[config.mk]
export PLATFORM = sky130hd
export DESIGN_NAME = gb3_rsp_queue_flat
export DESIGN_NICKNAME = d
export VERILOG_FILES = /design/src/design/gb3_pkg.sv /design/src/design/gb3_rsp_if.sv /design/src/design/gb3_rsp_queue.sv /design/src/flat_wrapper.sv
export SDC_FILE = /design/constraint.sdc
export NUM_CORES = 1
export LEC_CHECK = 0
export BUFFER_PORTS_ARGS = -buffer_cell sky130_fd_sc_hd__buf_2
export CAP_MARGIN = 30
export CORE_UTILIZATION = 30
export CTS_CLUSTER_SIZE = 25
export DETAILED_ROUTE_END_ITERATION = 10
export PLACE_DENSITY = 0.52
export SLEW_MARGIN = 10
export SYNTH_ARGS = -nofsm -noshare
export SYNTH_HDL_FRONTEND = slang
export SYNTH_SLANG_ARGS = --single-unit
[constraint.sdc]
create_clock -name clock -period 5.4 [get_ports clock]
set_input_delay 0.27 -clock clock [delete_from_list [all_inputs] [get_ports clock]]
set_output_delay 0.27 -clock clock [all_outputs]
set_load 0.01 [all_outputs]
[src/design/gb3_pkg.sv]
// shared types and constants for the 3x3 binomial blur
package gb3_pkg;

   localparam int PIXEL_BITS = 8;
   localparam int MAX_WIDTH = 1024;
   localparam int MAX_HEIGHT = 4096;
   localparam int MIN_SIZE = 3;

   localparam int COL_BITS = $clog2(MAX_WIDTH);
   localparam int ROW_BITS = $clog2(MAX_HEIGHT);
   localparam int WIDTH_REG_BITS = COL_BITS + 1;
   localparam int HEIGHT_REG_BITS = ROW_BITS + 1;
   localparam int CSR_DATA_BITS = HEIGHT_REG_BITS;
   localparam int CSR_INDEX_BITS = 2;
   // kernel weights sum to 16, so the sum needs four bits more than a pixel
   localparam int SUM_BITS = PIXEL_BITS + 4;

   localparam logic [CSR_INDEX_BITS-1:0] CSR_FRAME_WIDTH = 2'd0;
   localparam logic [CSR_INDEX_BITS-1:0] CSR_FRAME_HEIGHT = 2'd1;

   localparam logic [WIDTH_REG_BITS-1:0] WIDTH_RESET = 11'd640;
   localparam logic [HEIGHT_REG_BITS-1:0] HEIGHT_RESET = 13'd480;

   localparam int QUEUE_DEPTH = 4;
   localparam int QUEUE_PTR_BITS = $clog2(QUEUE_DEPTH);
   localparam int QUEUE_CNT_BITS = QUEUE_PTR_BITS + 1;

   typedef struct packed {
      logic [ROW_BITS-1:0]   out_row;
      logic [COL_BITS-1:0]   out_col;
      logic [PIXEL_BITS-1:0] out_value;
      logic                  last_of_run;
   } result_type;

   typedef struct packed {
      logic [1:0] num;
      result_type first;
      result_type second;
   } push_type;

endpackage

[src/design/gb3_rsp_if.sv]
// result channel
interface gb3_rsp_if;
   logic                           valid;
   logic                           ready;
   logic [gb3_pkg::ROW_BITS-1:0]   out_row;
   logic [gb3_pkg::COL_BITS-1:0]   out_col;
   logic [gb3_pkg::PIXEL_BITS-1:0] out_value;
   logic                           last_of_run;

   modport source (output valid, output out_row, output out_col, output out_value,
                   output last_of_run, input ready);
   modport sink (input valid, input out_row, input out_col, input out_value,
                 input last_of_run, output ready);
endinterface

[src/design/gb3_rsp_queue.sv]
// small result queue that takes up to two results per cycle and sends one beat per cycle while rsp_bus.ready is high
module gb3_rsp_queue (
   input  logic                clock,
   input  logic                reset,
   input  gb3_pkg::push_type   push,
   output logic                room_two,
   gb3_rsp_if.source           rsp_bus
);

   gb3_pkg::result_type entries_ff [gb3_pkg::QUEUE_DEPTH];
   logic [gb3_pkg::QUEUE_PTR_BITS-1:0] wr_ptr_ff, wr_ptr_in;
   logic [gb3_pkg::QUEUE_PTR_BITS-1:0] rd_ptr_ff, rd_ptr_in;
   logic [gb3_pkg::QUEUE_CNT_BITS-1:0] count_ff, count_in;
   logic [gb3_pkg::QUEUE_PTR_BITS-1:0] wr_ptr_next;
   logic pop;
   gb3_pkg::result_type head;

   assign head = entries_ff[rd_ptr_ff];
   assign pop = rsp_bus.valid && rsp_bus.ready;
   assign room_two = count_ff <= gb3_pkg::QUEUE_CNT_BITS'(gb3_pkg::QUEUE_DEPTH - 2);
   assign wr_ptr_next = wr_ptr_ff + gb3_pkg::QUEUE_PTR_BITS'(1);

   assign rsp_bus.valid = count_ff != '0;
   assign rsp_bus.out_row = head.out_row;
   assign rsp_bus.out_col = head.out_col;
   assign rsp_bus.out_value = head.out_value;
   assign rsp_bus.last_of_run = head.last_of_run;

   always_comb begin
      wr_ptr_in = wr_ptr_ff + gb3_pkg::QUEUE_PTR_BITS'(push.num);
      rd_ptr_in = rd_ptr_ff + gb3_pkg::QUEUE_PTR_BITS'(pop);
      count_in = count_ff + gb3_pkg::QUEUE_CNT_BITS'(push.num)
                 - gb3_pkg::QUEUE_CNT_BITS'(pop);
   end

   always_ff @(posedge clock) begin
      if (reset) begin
         wr_ptr_ff <= '0;
         rd_ptr_ff <= '0;
         count_ff <= '0;
      end else begin
         wr_ptr_ff <= wr_ptr_in;
         rd_ptr_ff <= rd_ptr_in;
         count_ff <= count_in;
      end
   end

   always_ff @(posedge clock) begin
      if (push.num != 2'd0) begin
         entries_ff[wr_ptr_ff] <= push.first;
      end
      if (push.num == 2'd2) begin
         entries_ff[wr_ptr_next] <= push.second;
      end
   end

   a_no_overflow: assert property (@(posedge clock) disable iff (reset)
      push.num != 2'd0 |-> (count_ff + gb3_pkg::QUEUE_CNT_BITS'(push.num))
                           <= gb3_pkg::QUEUE_CNT_BITS'(gb3_pkg::QUEUE_DEPTH))
      else $error("result queue overflow");

   a_count_bound: assert property (@(posedge clock) disable iff (reset)
      count_ff <= gb3_pkg::QUEUE_CNT_BITS'(gb3_pkg::QUEUE_DEPTH))
      else $error("result queue count out of range");

   a_count_track: assert property (@(posedge clock) disable iff (reset)
      pop && push.num == 2'd0 |=> count_ff == $past(count_ff) - 1'b1)
      else $error("result queue count lost a pop");

endmodule

[src/flat_wrapper.sv]
// flat-port wrapper written by rule: the top's interface ports become plain ports
module gb3_rsp_queue_flat 
  (clock, reset, push, room_two, rsp_bus_valid, rsp_bus_out_row, rsp_bus_out_col, rsp_bus_out_value, rsp_bus_last_of_run, rsp_bus_ready);
  gb3_rsp_if rsp_bus_i ();
  input  logic clock;
  input  logic reset;
  input  gb3_pkg::push_type push;
  output logic room_two;
  output wire logic [$bits(rsp_bus_i.valid)-1:0] rsp_bus_valid;
  output wire logic [$bits(rsp_bus_i.out_row)-1:0] rsp_bus_out_row;
  output wire logic [$bits(rsp_bus_i.out_col)-1:0] rsp_bus_out_col;
  output wire logic [$bits(rsp_bus_i.out_value)-1:0] rsp_bus_out_value;
  output wire logic [$bits(rsp_bus_i.last_of_run)-1:0] rsp_bus_last_of_run;
  input wire logic [$bits(rsp_bus_i.ready)-1:0] rsp_bus_ready;
  assign rsp_bus_valid = rsp_bus_i.valid;
  assign rsp_bus_out_row = rsp_bus_i.out_row;
  assign rsp_bus_out_col = rsp_bus_i.out_col;
  assign rsp_bus_out_value = rsp_bus_i.out_value;
  assign rsp_bus_last_of_run = rsp_bus_i.last_of_run;
  assign rsp_bus_i.ready = rsp_bus_ready;
  gb3_rsp_queue u_core (.clock(clock), .reset(reset), .push(push), .room_two(room_two), .rsp_bus(rsp_bus_i));
endmodule
==> reports/metrics.yaml <==
outcome:
  status: "completed"
global_routing:
  overflow: 0
  grt_pass1_wl_um: 23300
  antenna_found_initial: 1
  grt.total_usage_pct: 14.5
  grt_max_degree: 33
  grt_pass1_vias: 3998
final_layout:
  multi_input_area_um2: 2570
  fillers: 2016
  final_cell_mix: "124 x edfxtp_1, 99 x buf_2, 94 x mux2_2"
  n_antenna_cell: 0
  area_growth_pct: 21.3
  final_nets: 522
  layout-drive-gt1-share_pct: 65.3
  regArea_um2: 3870
  final_common_cell: "edfxtp_1"
synthesis:
  ys_ff_latch: 131
  ys_seq_area_share_pct: 58.5
  syn-num-nets: 417
  synth_cell_types: 30
  synth_cells: 346
  syn_avg_cell_area_um2: 19.1
  netlist_area_um2: 6610
  yosysWarnings: 0
pwr:
  p_per_area_nw_per_um2: 392
  p_sw_uw: 807
  pwr-share-clk_pct: 37.0
  intPower_uw: 2340
  total_power_uw: 3140
  switching_share_pct: 25.7
  p_seq_share_pct: 41.8
  leakage_uw: 0.00286
  max-vdd-ir-drop_uv: 201
  p_comb_share_pct: 21.2
worst_setup_path:
  r2r_setup_slack_ns: 2.89
  crit_required_ns: 5.13
  crit_start: "u_core.rd_ptr_ff[0]$_SDFF_PP0_"
  endpoint_kind: "output pin"
  worstRegToRegCells: 3
  r2r-end: "u_core.entries_ff[1][6]$_DFFE_PP_"
  crit_fanout: 19
  criticalPathCategory: "flip-flop to output pin"
  startpoint_type: "flip-flop"
  arrival_ns: 2.37
  r2r-start: "u_core.wr_ptr_ff[1]$_SDFF_PP0_"
routing:
  drc: 0
  ant_nets: 0
  vias_per_cell: 4.83
  wl_per_cell_um: 20.7
  wl_um: 15300
  drt_iter0_drc: 166
  first_pass_iters: 4
  vias: 3569
clock_tree:
  cts_root_buf: "clkbuf_16"
  cts_sinks: 131
  cts_made_buffers: 17
  clockBufferDepth: 2
  post_cts_resized: 0
  cts_tree: "built"
  htreeDepth: 4
  clock_latency_ns: 0.41
  postCtsSetupBuffers: 0
  clk_transition_reported_paths_ns: 0.06
  postCtsHoldBufs: 0
die:
  initial_core_util_pct: 31.0
  die_h_um: 150
  die_x_um: 150
  dieArea_um2: 22600
  pin_count: 100
  core_um2: 21300
  rows: 53
timing:
  worst_pin_slew_ns: 0.976
  rsz0062_at_grt: "false"
  setup_viol: 0
  hold_viol: 0
  max_freq_ghz: 0.378
  fin_crit_ns: 2.64
  max_slew_margin_pct: 34.7
  skew_ns: 0.00738
  min_period_over_period_pct: 49.0
  drv_slew: 0
  tns_ns: 0
placed_design:
  finalWeightedCongestion: 0.682
  port_buffers: 99
  place_hpwl_um: 9580
min_path:
  whs_path_depth: 2
  hold_path_end: "u_core.wr_ptr_ff[0]$_SDFF_PP0_"
  hp-start: "reset"
  hold_class: "primary input to flip-flop"
job:
  cap_violations: 0
## power by group through the flow
stage	sequential, uW	combinational, uW	clock, uW
floorplan	1300	466	0
global placement	1350	644	0
detailed placement	1340	685	0
CTS	1320	688	1190
global route	1330	726	1230
finish	1310	666	1160
## how the worst max path moves through the flow
stage	endpoint	slack, ns	cells after the start
after floorplan	u_core.entries_ff[0][0]$_DFFE_PP_	2.18	2
after CTS	rsp_bus_out_row[5]	2.62	3
after global routing	rsp_bus_out_row[5]	2.56	3
after global placement	u_core.entries_ff[1][13]$_DFFE_PP_	2.93	3
final	rsp_bus_out_row[5]	2.76	3
after detailed placement	u_core.entries_ff[1][6]$_DFFE_PP_	2.89	3
## cell usage after synthesis
master	count	share of area, %
ha_1	3	0.57
o31ai_1	1	0.11
buf_6	7	1.2
buf_4	5	0.57
o21ai_0	1	0.076
nor4b_4	1	0.36
mux2_4	29	6.6
nor2_1	6	0.34
inv_1	4	0.23
or2_2	1	0.095
nand4b_1	1	0.13
or3_1	1	0.095
o311ai_0	1	0.13
buf_12	3	0.91
dfxtp_1	7	2.1
a21oi_1	1	0.076
fa_1	1	0.30
mux2_2	94	16
and4bb_4	1	0.25
buf_1	1	0.057
nor4bb_1	1	0.15
mux4_2	31	11
clkbuf_1	1	0.057
o21bai_1	2	0.23
mux2_1	3	0.51
nor2b_1	5	0.47
mux2i_1	2	0.30
edfxtp_1	124	56
buf_2	6	0.45
xnor3_1	2	0.68
## state kept, by name, summed over array words and instances, names as in the netlist
name,cells
u_core.wr_ptr_ff,2
u_core.count_ff,3
u_core.rd_ptr_ff,2
u_core.entries_ff,124
## cells by family after synthesis
family                     count (synthesis)  share of synthesized area (%)
xor gates and xnor gates                   2                          0.682
DFF                                      131                           58.5
and+or+nand+nor                           17                           1.89
buffers and inverters                     27                           3.47
adders and majority gates                  4                          0.871
AOI/OAI and AO/OA                          6                          0.625
muxes                                    159                           34.0
## per-stage QoR
| step | area (um^2) | utilization (%) | std cells | setup slack (ns) | hold WS [ns] |
|---|---|---|---|---|---|
| 6_report | 8020 | 37.7 | 739 | 2.76 | 0.142 |
| 2_1_floorplan | 6610 | - | 346 | 2.18 | 0.342 |
| 3_5_place_dp | 7420 | 34.8 | 707 | 2.89 | 0.589 |
| 3_3_place_gp | 7340 | 34.5 | 704 | 2.93 | 0.581 |
| 4_1_cts | 8020 | 37.7 | 739 | 2.62 | 0.136 |
| 5_1_grt | 8020 | 37.7 | 739 | 2.56 | 0.146 |
## per-layer routing
metal,GRT usage [%],share of wire (%),up-vias
met1,17.7,44,1849
li1,-,-,1618
met5,0,0.065,-
met2,25.1,51,80
met3,3.39,4.1,20
met4,4.80,1.2,2
## final cells by class
class / instances / share of cell area [%]
clock buffers: 24 / 6.26
multi-input cells: 188 / 32.0
flip-flops and latches: 131 / 48.2
clock inverters: 8 / 1.25
repair buffers: 109 / 7.77
well taps: 275 / 4.29
inverters: 4 / 0.187
## worst max-delay path, stage by stage (launching register included)
cell and delay (ns):
dfxtp_2 0.72, buf_4 0.48, mux4_2 0.59, buf_2 0.16
Power figures use the tool's default switching activity.
